`src/rtl/muxed_adc_scan_smoother_top_defines.svh`:
```
// ----------------------------------------------------------------------------
// muxed_adc_scan_smoother_top_defines
// assertion macros shared by the scan smoother rtl
// ----------------------------------------------------------------------------
`ifndef MUXED_ADC_SCAN_SMOOTHER_TOP_DEFINES_SVH
`define MUXED_ADC_SCAN_SMOOTHER_TOP_DEFINES_SVH

// same-cycle implication, disabled in reset
`define MAS_ASSERT_NOW(lbl, clk, rst_n, ante, cons, msg) \
	lbl: assert property (@(posedge clk) disable iff (!rst_n) (ante) |-> (cons)) \
		else $error(msg);

// next-cycle implication, disabled in reset
`define MAS_ASSERT_NEXT(lbl, clk, rst_n, ante, cons, msg) \
	lbl: assert property (@(posedge clk) disable iff (!rst_n) (ante) |=> (cons)) \
		else $error(msg);

`endif

```
`src/rtl/mas_pkg.sv`:
```
// ----------------------------------------------------------------------------
// mas_pkg
// shared constants, codes and types of the scan smoother
// ----------------------------------------------------------------------------
package mas_pkg;

	localparam int NUM_STRINGS = 4;
	localparam int NUM_POTS    = 16;
	localparam int NUM_CH      = NUM_STRINGS + NUM_POTS;

	localparam int VAL_W    = 10;
	localparam int SMOOTH_W = 4;
	localparam int NUM_W    = VAL_W + SMOOTH_W;
	localparam int WORD_W   = 16;

	localparam int CH_W   = $clog2(NUM_STRINGS + 1);
	localparam int POT_W  = $clog2(NUM_POTS);
	localparam int ADDR_W = $clog2(NUM_CH);

	localparam logic [SMOOTH_W-1:0] SMOOTH_RESET = SMOOTH_W'(4);

	localparam logic MODE_SAMPLE = 1'b0;
	localparam logic MODE_BUTTON = 1'b1;

	typedef enum logic [2:0] {
		KIND_STRING  = 3'd0,
		KIND_KEY     = 3'd1,
		KIND_SPEED   = 3'd2,
		KIND_JOY_X   = 3'd3,
		KIND_JOY_Y   = 3'd4,
		KIND_BUTTONS = 3'd5
	} mas_kind_t;

	typedef struct packed {
		logic idle;
		logic done;
	} mas_smooth_st_t;

	typedef struct packed {
		logic       diff;
		logic [3:0] new_nibble;
		logic [7:0] new_steppers;
		logic [3:0] cur_nibble;
		logic [7:0] cur_steppers;
	} mas_btn_t;

endpackage

```
`src/rtl/muxed_adc_scan_smoother_top.sv`:
```
// ----------------------------------------------------------------------------
// muxed_adc_scan_smoother_top
// converter scan with exponential smoothing and button word remapping
// ----------------------------------------------------------------------------
// One request in, one result out. From acceptance to a valid result, a sample
// request runs as follows: the smoothing unit shifts the 4-bit weight through a
// bit-serial multiply, adds the sample and runs a restoring divide by weight+1
// one quotient bit a cycle, then passes through hand-back and output register.
// A button request goes straight to the emit state and its result is registered
// once the output register is free. The next request is taken once the previous
// result sits in the output register, even if the sink has not yet taken it.
// Configuration writes are always ready and take effect on the next sample.
module muxed_adc_scan_smoother_top
	import mas_pkg::*;
(
	input  logic                clk,
	input  logic                arst_n,
	// request: tuser[0] mode
	input  logic                s_axis_tvalid,
	output logic                s_axis_tready,
	// tdata: [9:0] sample, [25:10] button_word, rest zero
	input  logic [31:0]         s_axis_tdata,
	input  logic [0:0]          s_axis_tuser,
	// result: tuser[2:0] slot_kind
	output logic                m_axis_tvalid,
	input  logic                m_axis_tready,
	// tdata: [1:0] slot_index, [11:2] value, [12] changed, [15:13] next_adc_channel,
	// [19:16] next_pot_select, [20] scan_buttons, [24:21] buttons, [32:25] steppers
	output logic [39:0]         m_axis_tdata,
	output logic [2:0]          m_axis_tuser,
	// smoothing write
	input  logic                cfg_valid,
	output logic                cfg_ready,
	input  logic [SMOOTH_W-1:0] cfg_data
);

	typedef enum logic [1:0] {
		T_IDLE,
		T_CALC,
		T_EMIT
	} state_t;

	typedef struct packed {
		mas_kind_t  kind;
		logic [1:0] index;
		logic [9:0] value;
		logic       changed;
		logic [2:0] next_adc;
		logic [3:0] next_pot;
		logic       scan;
		logic [3:0] buttons;
		logic [7:0] steppers;
	} out_t;

	state_t              state_q;
	logic [SMOOTH_W-1:0] smoothing_q;
	logic [VAL_W-1:0]    store_q [NUM_CH];
	logic [CH_W-1:0]     adc_q;
	logic [POT_W-1:0]    pot_q;
	logic                mode_q;
	logic [WORD_W-1:0]   word_q;
	logic [ADDR_W-1:0]   addr_q;
	logic [VAL_W-1:0]    old_q;
	out_t                out_q;
	logic                out_valid_q;

	logic                in_take;
	logic                out_free;
	logic                emit;
	logic                on_string;
	logic [ADDR_W-1:0]   addr;
	logic                sm_start;
	mas_smooth_st_t      sm_st;
	logic [VAL_W-1:0]    sm_res;
	mas_btn_t            btn_st;
	logic                pot_wrap;
	logic [POT_W-1:0]    pot_next;
	out_t                out_d;

	assign cfg_ready     = 1'b1;
	assign s_axis_tready = (state_q == T_IDLE);
	assign in_take       = s_axis_tvalid && s_axis_tready;
	assign out_free      = !out_valid_q || m_axis_tready;
	assign emit          = (state_q == T_EMIT) && out_free;

	assign on_string = (adc_q < CH_W'(NUM_STRINGS));
	assign addr      = on_string ? ADDR_W'(adc_q)
		: ADDR_W'(NUM_STRINGS) + ADDR_W'(pot_q);
	assign sm_start  = in_take && (s_axis_tuser[0] == MODE_SAMPLE);

	mas_smooth_unit u_smooth (
		.clk     (clk),
		.arst_n  (arst_n),
		.start   (sm_start),
		.old_val (store_q[addr]),
		.sample  (s_axis_tdata[VAL_W-1:0]),
		.weight  (smoothing_q),
		.status  (sm_st),
		.result  (sm_res)
	);

	mas_button_map u_buttons (
		.clk    (clk),
		.arst_n (arst_n),
		.word   (word_q),
		.update (emit && (mode_q == MODE_BUTTON)),
		.status (btn_st)
	);

	assign pot_wrap = (pot_q == POT_W'(NUM_POTS - 1));
	assign pot_next = pot_wrap ? '0 : pot_q + POT_W'(1);

	always_comb begin
		out_d          = '0;
		out_d.next_adc = 3'(adc_q);
		out_d.next_pot = 4'(pot_q);
		out_d.buttons  = btn_st.cur_nibble;
		out_d.steppers = btn_st.cur_steppers;
		if (mode_q == MODE_BUTTON) begin
			out_d.kind     = KIND_BUTTONS;
			out_d.changed  = btn_st.diff;
			out_d.buttons  = btn_st.new_nibble;
			out_d.steppers = btn_st.new_steppers;
		end else if (on_string) begin
			out_d.kind     = KIND_STRING;
			out_d.index    = 2'(CH_W'(NUM_STRINGS - 1) - adc_q);
			out_d.value    = sm_res;
			out_d.changed  = (sm_res != old_q);
			out_d.next_adc = 3'(adc_q + CH_W'(1));
		end else begin
			out_d.kind     = mas_kind_t'(3'(KIND_KEY) + 3'(pot_q[1:0]));
			out_d.index    = 2'(pot_q >> 2);
			out_d.value    = {2'b00, sm_res[VAL_W-1:2]};
			out_d.changed  = (sm_res[VAL_W-1:2] != old_q[VAL_W-1:2]);
			out_d.next_pot = 4'(pot_next);
			out_d.next_adc = pot_wrap ? 3'd0 : 3'(NUM_STRINGS);
			out_d.scan     = pot_wrap;
		end
	end

	always_ff @(posedge clk or negedge arst_n) begin
		if (!arst_n) begin
			state_q     <= T_IDLE;
			smoothing_q <= SMOOTH_RESET;
			adc_q       <= '0;
			pot_q       <= '0;
			out_valid_q <= 1'b0;
			mode_q      <= MODE_SAMPLE;
			word_q      <= '0;
			addr_q      <= '0;
			old_q       <= '0;
			out_q       <= '0;
			for (int i = 0; i < NUM_CH; i++) begin
				store_q[i] <= '0;
			end
		end else begin
			if (cfg_valid && cfg_ready) begin
				smoothing_q <= cfg_data;
			end
			if (emit) begin
				out_valid_q <= 1'b1;
			end else if (m_axis_tready) begin
				out_valid_q <= 1'b0;
			end
			case (state_q)
				T_IDLE: begin
					if (in_take) begin
						mode_q  <= s_axis_tuser[0];
						word_q  <= s_axis_tdata[VAL_W +: WORD_W];
						addr_q  <= addr;
						old_q   <= store_q[addr];
						state_q <= (s_axis_tuser[0] == MODE_BUTTON) ? T_EMIT : T_CALC;
					end
				end
				T_CALC: begin
					if (sm_st.done) begin
						state_q <= T_EMIT;
					end
				end
				T_EMIT: begin
					if (out_free) begin
						out_q   <= out_d;
						state_q <= T_IDLE;
						if (mode_q == MODE_SAMPLE) begin
							store_q[addr_q] <= sm_res;
							if (on_string) begin
								adc_q <= adc_q + CH_W'(1);
							end else begin
								pot_q <= pot_next;
								if (pot_wrap) begin
									adc_q <= '0;
								end
							end
						end
					end
				end
				default: begin
					state_q <= T_IDLE;
				end
			endcase
		end
	end

	assign m_axis_tvalid = out_valid_q;
	assign m_axis_tuser  = out_q.kind;
	assign m_axis_tdata  = {7'd0, out_q.steppers, out_q.buttons, out_q.scan, out_q.next_pot,
		out_q.next_adc, out_q.changed, out_q.value, out_q.index};

	`include "muxed_adc_scan_smoother_top_defines.svh"

	`MAS_ASSERT_NOW(a_unit_idle, clk, arst_n, state_q == T_IDLE, sm_st.idle,
		"smoothing unit busy while idle")
	`MAS_ASSERT_NOW(a_adc_range, clk, arst_n, 1'b1, adc_q <= CH_W'(NUM_STRINGS),
		"converter channel out of range")
	`MAS_ASSERT_NOW(a_scan_restart, clk, arst_n, out_valid_q && out_q.scan,
		out_q.next_adc == 3'd0 && out_q.next_pot == 4'd0, "scan wrap without restart")

endmodule

```
`src/rtl/mas_smooth_unit.sv`:
```
// ----------------------------------------------------------------------------
// mas_smooth_unit
// bit-serial (old*w + new) / (w + 1): shift-add multiply then restoring divide
// ----------------------------------------------------------------------------
`include "muxed_adc_scan_smoother_top_defines.svh"

module mas_smooth_unit
	import mas_pkg::*;
(
	input  logic                clk,
	input  logic                arst_n,
	input  logic                start,
	input  logic [VAL_W-1:0]    old_val,
	input  logic [VAL_W-1:0]    sample,
	input  logic [SMOOTH_W-1:0] weight,
	output mas_smooth_st_t      status,
	output logic [VAL_W-1:0]    result
);

	localparam int CNT_W = $clog2(VAL_W);
	localparam int BIT_W = $clog2(SMOOTH_W);

	typedef enum logic [1:0] {
		S_IDLE,
		S_MUL,
		S_ADD,
		S_DIV
	} state_t;

	state_t              state_q;
	logic [VAL_W-1:0]    old_q;
	logic [VAL_W-1:0]    smp_q;
	logic [SMOOTH_W-1:0] wgt_q;
	logic [SMOOTH_W:0]   div_q;
	logic [NUM_W-1:0]    acc_q;
	logic [SMOOTH_W-1:0] rem_q;
	logic [VAL_W-1:0]    quo_q;
	logic [CNT_W-1:0]    cnt_q;
	logic                done_q;

	logic [NUM_W-1:0]    sum;
	logic [SMOOTH_W:0]   trial;
	logic                fits;

	assign sum   = acc_q + NUM_W'(smp_q);
	assign trial = {rem_q, acc_q[VAL_W-1]};
	assign fits  = (trial >= div_q);

	always_ff @(posedge clk or negedge arst_n) begin
		if (!arst_n) begin
			state_q <= S_IDLE;
			done_q  <= 1'b0;
			cnt_q   <= '0;
			old_q   <= '0;
			smp_q   <= '0;
			wgt_q   <= '0;
			div_q   <= '0;
			acc_q   <= '0;
			rem_q   <= '0;
			quo_q   <= '0;
		end else begin
			done_q <= (state_q == S_DIV) && (cnt_q == '0);
			case (state_q)
				S_IDLE: begin
					if (start) begin
						old_q   <= old_val;
						smp_q   <= sample;
						wgt_q   <= weight;
						div_q   <= {1'b0, weight} + (SMOOTH_W + 1)'(1);
						acc_q   <= '0;
						cnt_q   <= CNT_W'(SMOOTH_W - 1);
						state_q <= S_MUL;
					end
				end
				S_MUL: begin
					acc_q <= {acc_q[NUM_W-2:0], 1'b0}
						+ (wgt_q[cnt_q[BIT_W-1:0]] ? NUM_W'(old_q) : '0);
					cnt_q <= cnt_q - CNT_W'(1);
					if (cnt_q == '0) begin
						state_q <= S_ADD;
					end
				end
				S_ADD: begin
					acc_q   <= sum;
					rem_q   <= sum[NUM_W-1:VAL_W];
					cnt_q   <= CNT_W'(VAL_W - 1);
					state_q <= S_DIV;
				end
				S_DIV: begin
					rem_q <= fits ? SMOOTH_W'(trial - div_q) : trial[SMOOTH_W-1:0];
					acc_q <= {acc_q[NUM_W-2:0], 1'b0};
					quo_q <= {quo_q[VAL_W-2:0], fits};
					cnt_q <= cnt_q - CNT_W'(1);
					if (cnt_q == '0) begin
						state_q <= S_IDLE;
					end
				end
				default: begin
					state_q <= S_IDLE;
				end
			endcase
		end
	end

	assign status.idle = (state_q == S_IDLE);
	assign status.done = done_q;
	assign result      = quo_q;

	`MAS_ASSERT_NOW(a_start_idle, clk, arst_n, start, state_q == S_IDLE, "start while busy")
	`MAS_ASSERT_NOW(a_done_idle, clk, arst_n, done_q, state_q == S_IDLE, "done while busy")
	`MAS_ASSERT_NOW(a_rem_range, clk, arst_n, state_q == S_DIV,
		(SMOOTH_W + 1)'(rem_q) < div_q, "remainder not below divisor")
	`MAS_ASSERT_NEXT(a_mul_step, clk, arst_n, state_q == S_MUL && cnt_q == '0,
		state_q == S_ADD, "multiply did not end")

endmodule

```
`src/rtl/mas_button_map.sv`:
```
// ----------------------------------------------------------------------------
// mas_button_map
// holds the last button word and remaps a new one into nibble and stepper byte
// ----------------------------------------------------------------------------
module mas_button_map
	import mas_pkg::*;
(
	input  logic              clk,
	input  logic              arst_n,
	input  logic [WORD_W-1:0] word,
	input  logic              update,
	output mas_btn_t          status
);

	logic [WORD_W-1:0] last_q;
	logic [3:0]        nibble_q;
	logic [7:0]        steppers_q;

	logic [3:0]        nibble;
	logic [7:0]        pairs;
	logic [7:0]        steppers;
	logic              diff;

	always_comb begin
		for (int k = 0; k < 4; k++) begin
			nibble[k]       = word[4*k+3];
			pairs[2*k]      = word[4*k];
			pairs[2*k+1]    = word[4*k+1];
		end
		// high bit of each pair ORed into the low bit
		steppers = pairs | ((pairs & 8'hAA) >> 1);
	end

	assign diff = (word != last_q);

	always_ff @(posedge clk or negedge arst_n) begin
		if (!arst_n) begin
			last_q     <= '0;
			nibble_q   <= '0;
			steppers_q <= '0;
		end else if (update && diff) begin
			last_q     <= word;
			nibble_q   <= nibble;
			steppers_q <= steppers;
		end
	end

	assign status.diff         = diff;
	assign status.new_nibble   = diff ? nibble : nibble_q;
	assign status.new_steppers = diff ? steppers : steppers_q;
	assign status.cur_nibble   = nibble_q;
	assign status.cur_steppers = steppers_q;

endmodule
```
`config.mk`:
```
export PLATFORM = sky130hd
export DESIGN_NAME = muxed_adc_scan_smoother_top
export DESIGN_NICKNAME = d
export VERILOG_FILES = /design/src/rtl/mas_pkg.sv /design/src/rtl/muxed_adc_scan_smoother_top.sv /design/src/rtl/mas_smooth_unit.sv /design/src/rtl/mas_button_map.sv
export VERILOG_INCLUDE_DIRS = /design/src /design/src/rtl
export SDC_FILE = /design/constraint.sdc
export NUM_CORES = 1
export LEC_CHECK = 0
export ABC_CLOCK_PERIOD_IN_PS = 3510
export BUFFER_PORTS_ARGS = -buffer_cell sky130_fd_sc_hd__buf_2
export CORE_ASPECT_RATIO = 0.8
export CORE_MARGIN = 4
export CORE_UTILIZATION = 62
export DETAILED_ROUTE_END_ITERATION = 6
export GPL_TIMING_DRIVEN = 0
export HOLD_SLACK_MARGIN = 0.1
export PLACE_DENSITY = 0.82
export SYNTH_ARGS = -nofsm -noshare
export SYNTH_HDL_FRONTEND = slang
export SYNTH_SLANG_ARGS = --single-unit
```
`constraint.sdc`:
```
create_clock -name clk -period 3.51 [get_ports clk]
set_clock_uncertainty 0.1 [all_clocks]
set_input_delay 0.5265 -clock clk [delete_from_list [all_inputs] [get_ports clk]]
set_output_delay 0.5265 -clock clk [all_outputs]
set_load 0.05 [all_outputs]
```
---- Word-level counts from Yosys, hierarchy flattened ----
Cells that the tools add are included.
word-level totals
  flip-flop bits (word level) ............. 374
  input bits .............................. 42
  output and inout bits ................... 46
  word-level logic and storage cells ...... 152
cells by class
  add/subtract/negate cells ............... 10
  $lt $le $gt $ge ......................... 6
  equality and inequality tests ........... 15
  muxes and demuxes ....................... 40
  bitwise operators ....................... 6
  reductions and logical operators ........ 24
operators by type and width
  kind                                        count
  bitwise mux 200 bit                         1
  case mux 14 bit (4 select lines)            1
  binary-select mux 10 bit (select 5 bit)     1
  demux 10 bit (select 5 bit)                 1
  2-to-1 mux 10 bit                           4
  2-to-1 mux 12 bit                           2
  2-to-1 mux 19 bit                           1
  2-to-1 mux 4 bit                            4
  2-to-1 mux 8 bit                            2
  != test 16 bit                              1
  adder 14 x 10 -> 14 bit                     1
  adder 14 bit                                1
  2-to-1 mux 14 bit                           1
  2-to-1 mux 2 bit                            7
  >= comparator 6 bit, second input constant  2
  2-to-1 mux 3 bit                            4
  NOT 5 -> 6 bit                              2
  case mux 4 bit (3 select lines)             1
  2-to-1 mux 5 bit                            2
  != test 10 bit                              1
  AND reduction 3 bit                         3
  != test 8 bit                               1
  OR 8 x 7 -> 8 bit                           1
  case mux 2 bit (4 select lines)             1
  31 further kinds                            55

---- Longest topological paths before layout ----
  depth in word-level cells ............... 6
  gate-level depth with buffers ........... 11
  mapped depth without buffers ............ 11

---- Cells and area by module ----
Synthesis repeated with hierarchy kept, for this count alone.
unflattened totals
  cell total of the unflattened synthesis .. 1783
  area total of the unflattened synthesis .. 19100.8 um^2
by module, submodules not included
  module                       times used  cells each  area an instance (um^2)  sequential area each (um^2)
  muxed_adc_scan_smoother_top  1           1289        13839.5                  7058.0
  mas_smooth_unit              1           404         4151.5                   1601.5
  mas_button_map               1           90          1109.8                   500.5

---- Worst setup path before layout ----
OpenSTA, ideal clock, no wires.
  path kind ............................... register to register
  start ................................... register u_smooth.cnt_q[0]
  end ..................................... register u_smooth.acc_q[12]
  library setup time ...................... 0.138 ns
  arrival time ............................ 2.629 ns
  required time ........................... 3.272 ns
  path slack .............................. 0.643 ns
  cell stages (with the launch flop) ...... 11
  buffers on the path ..................... 0
  clock period less this slack ............ 2.867 ns
  cells stage by stage .................... dfrtp_1 -> mux4_2 -> nand2_1 -> inv_1 -> ha_1 -> a211oi_1 -> nor2_1 -> o41ai_1 -> o21ai_0 -> mux2i_1 -> o2111ai_1
between the ends
  longest elaborated chain between the ends .. 5
ends and longest elaborated chain
  what                                    RTL line               text
  from (decl)                             mas_smooth_unit.sv:38  logic [CNT_W-1:0] cnt_q;
  from (signal assigned)                  mas_smooth_unit.sv:71  cnt_q <= CNT_W'(SMOOTH_W - 1);
  from (signal assigned)                  mas_smooth_unit.sv:78  cnt_q <= cnt_q - CNT_W'(1);
  from (signal assigned)                  mas_smooth_unit.sv:86  cnt_q <= CNT_W'(VAL_W - 1);
  binary-select mux 1 bit (select 2 bit)  mas_smooth_unit.sv:77  + (wgt_q[cnt_q[BIT_W-1:0]] ? NUM_W'(old_q) : '0);
  2-to-1 mux 1 bit (not written as such)  mas_smooth_unit.sv:77
  2-to-1 mux 10 bit                       mas_smooth_unit.sv:77
  adder 14 bit                            mas_smooth_unit.sv:77
  case mux 14 bit (4 select lines)        mas_smooth_unit.sv:63  case (state_q)
  to (signal assigned)                    mas_smooth_unit.sv:76  acc_q <= {acc_q[NUM_W-2:0], 1'b0}
  to (signal assigned)                    mas_smooth_unit.sv:84  acc_q <= sum;
  to (signal assigned)                    mas_smooth_unit.sv:91  acc_q <= {acc_q[NUM_W-2:0], 1'b0};
  to (decl)                               mas_smooth_unit.sv:35  logic [NUM_W-1:0] acc_q;
No other way between the ends. The select of a mux whose other input is x is not followed.
A chain may end at the register's enable or synchronous reset.

---- Final worst setup path ----
  start ................................... register pot_q[3]
  end ..................................... register u_smooth.old_q[3]
between the ends
  longest elaborated chain between the ends .. 6
ends and longest elaborated chain
  what                                                  RTL line                            text
  from (decl)                                           muxed_adc_scan_smoother_top.sv:59   logic [POT_W-1:0] pot_q;
  from (signal assigned)                                muxed_adc_scan_smoother_top.sv:189  pot_q <= pot_next;
  adder 3 x 4 -> 5 bit                                  muxed_adc_scan_smoother_top.sv:88   : ADDR_W'(NUM_STRINGS) + ADDR_W'(pot_q);
  2-to-1 mux 5 bit                                      muxed_adc_scan_smoother_top.sv:87   assign addr = on_string ? ADDR_W'(adc_q)
  NOT 5 -> 6 bit (not written as such)                  muxed_adc_scan_smoother_top.sv:95   .old_val (store_q[addr]),
  binary-select mux 10 bit (select 5 bit)               muxed_adc_scan_smoother_top.sv:95
  2-to-1 mux 10 bit (not written as such) (2 in a row)  muxed_adc_scan_smoother_top.sv:95
  to (signal assigned)                                  mas_smooth_unit.sv:66               old_q <= old_val;
  to (decl)                                             mas_smooth_unit.sv:31               logic [VAL_W-1:0] old_q;
No other way between the ends. The select of a mux whose other input is x is not followed.

==> flow_metrics.tcl <==
set metrics [dict create \
    num_antenna_cells 0 \
    drv_cap 0 \
    critPathSlowestCell "nor4b_2" \
    hold_violations 0 \
    most-common-layout-cells "dfrtp_1 (365), mux2_2 (244), nand2_1 (215)" \
    final_core_util_pct 71.7 \
    min_to "word_q[6]" \
    gr-total-overflow 0 \
    crit_arrival_ps 3830 \
    dieArea_um2 33400 \
    timing.fmax_mhz 289 \
    syn_to_final_growth_pct 12.7 \
    worstReg2RegEnd "u_smooth.old_q[3]" \
    pin_count 88 \
    grt_pass1_wl_um 84500 \
    vdd_drop_max_mv 0.529 \
    final_cell_area_um2 21300 \
    wirelength_um 54300 \
    drive_above_1_share_pct 21.7 \
    cts-buffers-inserted 38 \
    die_x_um 203 \
    placed_cell_area_um2 19900 \
    gp_congestion 0.973 \
    drtAntennaViolNets 0 \
    drc 0 \
    run_status "complete, no violations" \
    start_util_pct 63.6 \
    yosysSeqAreaShare_pct 48.5 \
    vias 15500 \
    grt_pass1_vias 15100 \
    min_path_type "in -> reg" \
    whs_path_depth 3 \
    crit_top_cell "clkbuf_1" \
    clock_path_buffers 3 \
    num_rows 56 \
    viasPerCell 6.41 \
    r2r_setup_slack_ps 50 \
    worstPathRequired_ps 3870 \
    synth_cell_types 75 \
    syn_avg_cell_area_um2 10.2 \
    multiInputGateArea_um2 9080 \
    cts_setup_buffers 0 \
    clk_latency_ps 550 \
    numClockSinks 366 \
    finalCriticalPeriod_ps 3460 \
    grt_max_degree 91 \
    holdCritStartpoint "s_axis_tdata[16]" \
    cts_tree "built" \
    filler_cell_count 2109 \
    synth_cells 1858 \
    drtIter0Drc 1670 \
    critical_path_class "reg -> reg" \
    synth_top_area_share_pct 48.3 \
    period_share_pct 98.7 \
    synthesis.area_um2 18900 \
    crit_path_max_incr_delay_ps 1080 \
    reg2reg_from "pot_q[3]" \
    track_usage_pct 32.2 \
    fin_setup_tns_ps 0 \
    fp.dieH_um 164 \
    synth.largest_area_cell "dfrtp_1" \
    powerDensity_nw_per_um2 856 \
    slew_violations 0 \
    fin_nets 2072 \
    cts.clk_slew.worst_paths_ps 60 \
    tightestPinTransition_ps 1240 \
    finalSetupViolations 0 \
    end_kind "register" \
    rsz0062_at_grt "yes" \
    synth_area_leaders "dfrtp_1 (48%), mux2_2 (15%), nand2_1 (4.3%)" \
    io_buffers 73 \
    finalPower_mw 18.2 \
    clockRootBuffer "clkbuf_16" \
    antenna_found_initial 0 \
    yosys_register_bits 366 \
    crit_chain "ha_1 > clkbuf_1 > nor4b_2 > clkbuf_1 > nand2_1 > o22ai_1 > or4_1 > nor3_1 > o21ai_0" \
    synth_flop_cell "dfrtp_1" \
    slew_headroom_pct 16.9 \
    total_leakage_power_nw 9.98 \
    r2r_cells 9 \
    final-seq-area_um2 9160 \
    wl_per_cell_um 22.4 \
    h-tree-depth 2 \
    async_flop_share_pct 100 \
    timing.hold.ws_ps 104 \
    core_area_um2 29700 \
    yosys_warnings 0 \
    worstPathMaxFanout 10 \
    firstDrtPassIters 5 \
    final_common_cell "dfrtp_1" \
    critical_path.startpoint_type "register" \
    dp_hpwl_um 37400 \
    synth-edff-count 0 \
]
[synthesized netlist by cell type (5+ instances only)]
| cell type | number |
|---|---|
| nor3_1 | 18 |
| dfrtp_1 | 365 |
| mux2_2 | 244 |
| nand2_1 | 215 |
| o21ai_0 | 113 |
| a22o_1 | 6 |
| clkbuf_1 | 85 |
| nand3b_1 | 6 |
| nor2_1 | 207 |
| a221o_1 | 5 |
| or4_1 | 7 |
| o31ai_1 | 12 |
| buf_2 | 25 |
| a21oi_1 | 63 |
| a21o_1 | 12 |
| buf_4 | 9 |
| a311oi_1 | 11 |
| mux2i_1 | 18 |
| a22oi_1 | 13 |
| nand2b_1 | 16 |
| xor2_1 | 7 |
| nor2b_1 | 15 |
| o22a_1 | 30 |
| o31a_1 | 7 |
| o22ai_1 | 84 |
| nand3_1 | 23 |
| ha_1 | 34 |
| nand4_1 | 8 |
| xnor2_1 | 40 |
| buf_1 | 16 |
| inv_1 | 37 |
| and2_1 | 12 |
| a31oi_1 | 8 |
[metal layers]
metal	part of all wire, %	vias to the layer above	track usage [%]
met3	9.2	183	7.03
met2	45	824	50.4
li1	-	6870	-
met1	41	7659	44.1
met4	4.7	0	13.6
met5	0	-	0
[worst max-delay path: cells and delay by family, from the launching register on]
family	cells	cell delay, ps
DFF	1	420
AOI/OAI and AO/OA	2	330
buffers and inverters	2	800
adders and majority gates	1	200
and+or+nand+nor	4	1530
[kinds of logic after synthesis]
| group | share of synthesized area, % |
|---|---|
| simple gates | 13.1 |
| compound gates | 14.1 |
| flops | 48.5 |
| mux | 15.8 |
| buf+inv | 3.76 |
| xor+xnor | 2.18 |
| fa+ha+maj | 2.57 |
| other cells | 0.0397 |
[per-stage QoR]
step	instances	worst slack, ps
3_5_place_dp	2348	-141
6_report	2425	46.1
5_1_grt	2425	-16.0
3_3_place_gp	2343	-5120
2_1_floorplan	1864	643
4_1_cts	2425	102
[where the power goes]
part / switching (mW) / total, mW / internal, mW
Combinational: 5.51 / 8.29 / 2.78
Clock: 1.73 / 4.08 / 2.35
Sequential: 0.803 / 5.86 / 5.06
Total: 8.05 / 18.2 / 10.2
[repair_timing]
action / CTS / global route
hold endpoints to repair: 55 / 0
resized for setup: 3 / 5
endpoints found under the setup margin: 5 / 9
hold buffers: 11 / 0
[worst max path at each step]
| stage | cells after the start | slack (ps) | start | end |
|---|---|---|---|---|
| 3_5_place_dp | 8 | -140 | pot_q[3] | u_smooth.old_q[2] |
| 6_report | 9 | 50 | pot_q[3] | u_smooth.old_q[3] |
| 5_1_grt | 9 | -20 | pot_q[3] | u_smooth.old_q[1] |
| 4_1_cts | 8 | 100 | pot_q[0] | u_smooth.old_q[2] |
| 3_3_place_gp | 1 | -5120 | arst_n | store_q[115] |
| 2_1_floorplan | 10 | 640 | u_smooth.cnt_q[0] | u_smooth.acc_q[12] |
[state kept, by name (all words and copies together), names as in the netlist, 2 cells and up]
name                  count
u_smooth.old_q           10
store_q                 200
u_smooth.cnt_q            4
u_smooth.smp_q           10
u_buttons.nibble_q        4
addr_q                    5
u_buttons.last_q          9
pot_q                     4
smoothing_q               4
u_smooth.state_q          2
old_q                    10
adc_q                     3
u_smooth.rem_q            4
m_axis_tdata             33
u_smooth.result          10
u_smooth.div_q            5
u_smooth.wgt_q            4
m_axis_tuser              3
word_q                   16
state_q                   2
u_smooth.acc_q           14
u_buttons.steppers_q      7
[cell type report]
| type | instances | share of cell area [%] |
|---|---|---|
| well taps | 406 | 2.39 |
| plain buffers | 135 | 2.69 |
| inverters | 37 | 0.652 |
| multi-input cells | 1326 | 42.6 |
| repair buffers | 89 | 2.82 |
| clock buffers | 48 | 4.93 |
| clock inverters | 18 | 0.864 |
| flip-flops and latches | 366 | 43.0 |
(Power assumes the default switching activity.)
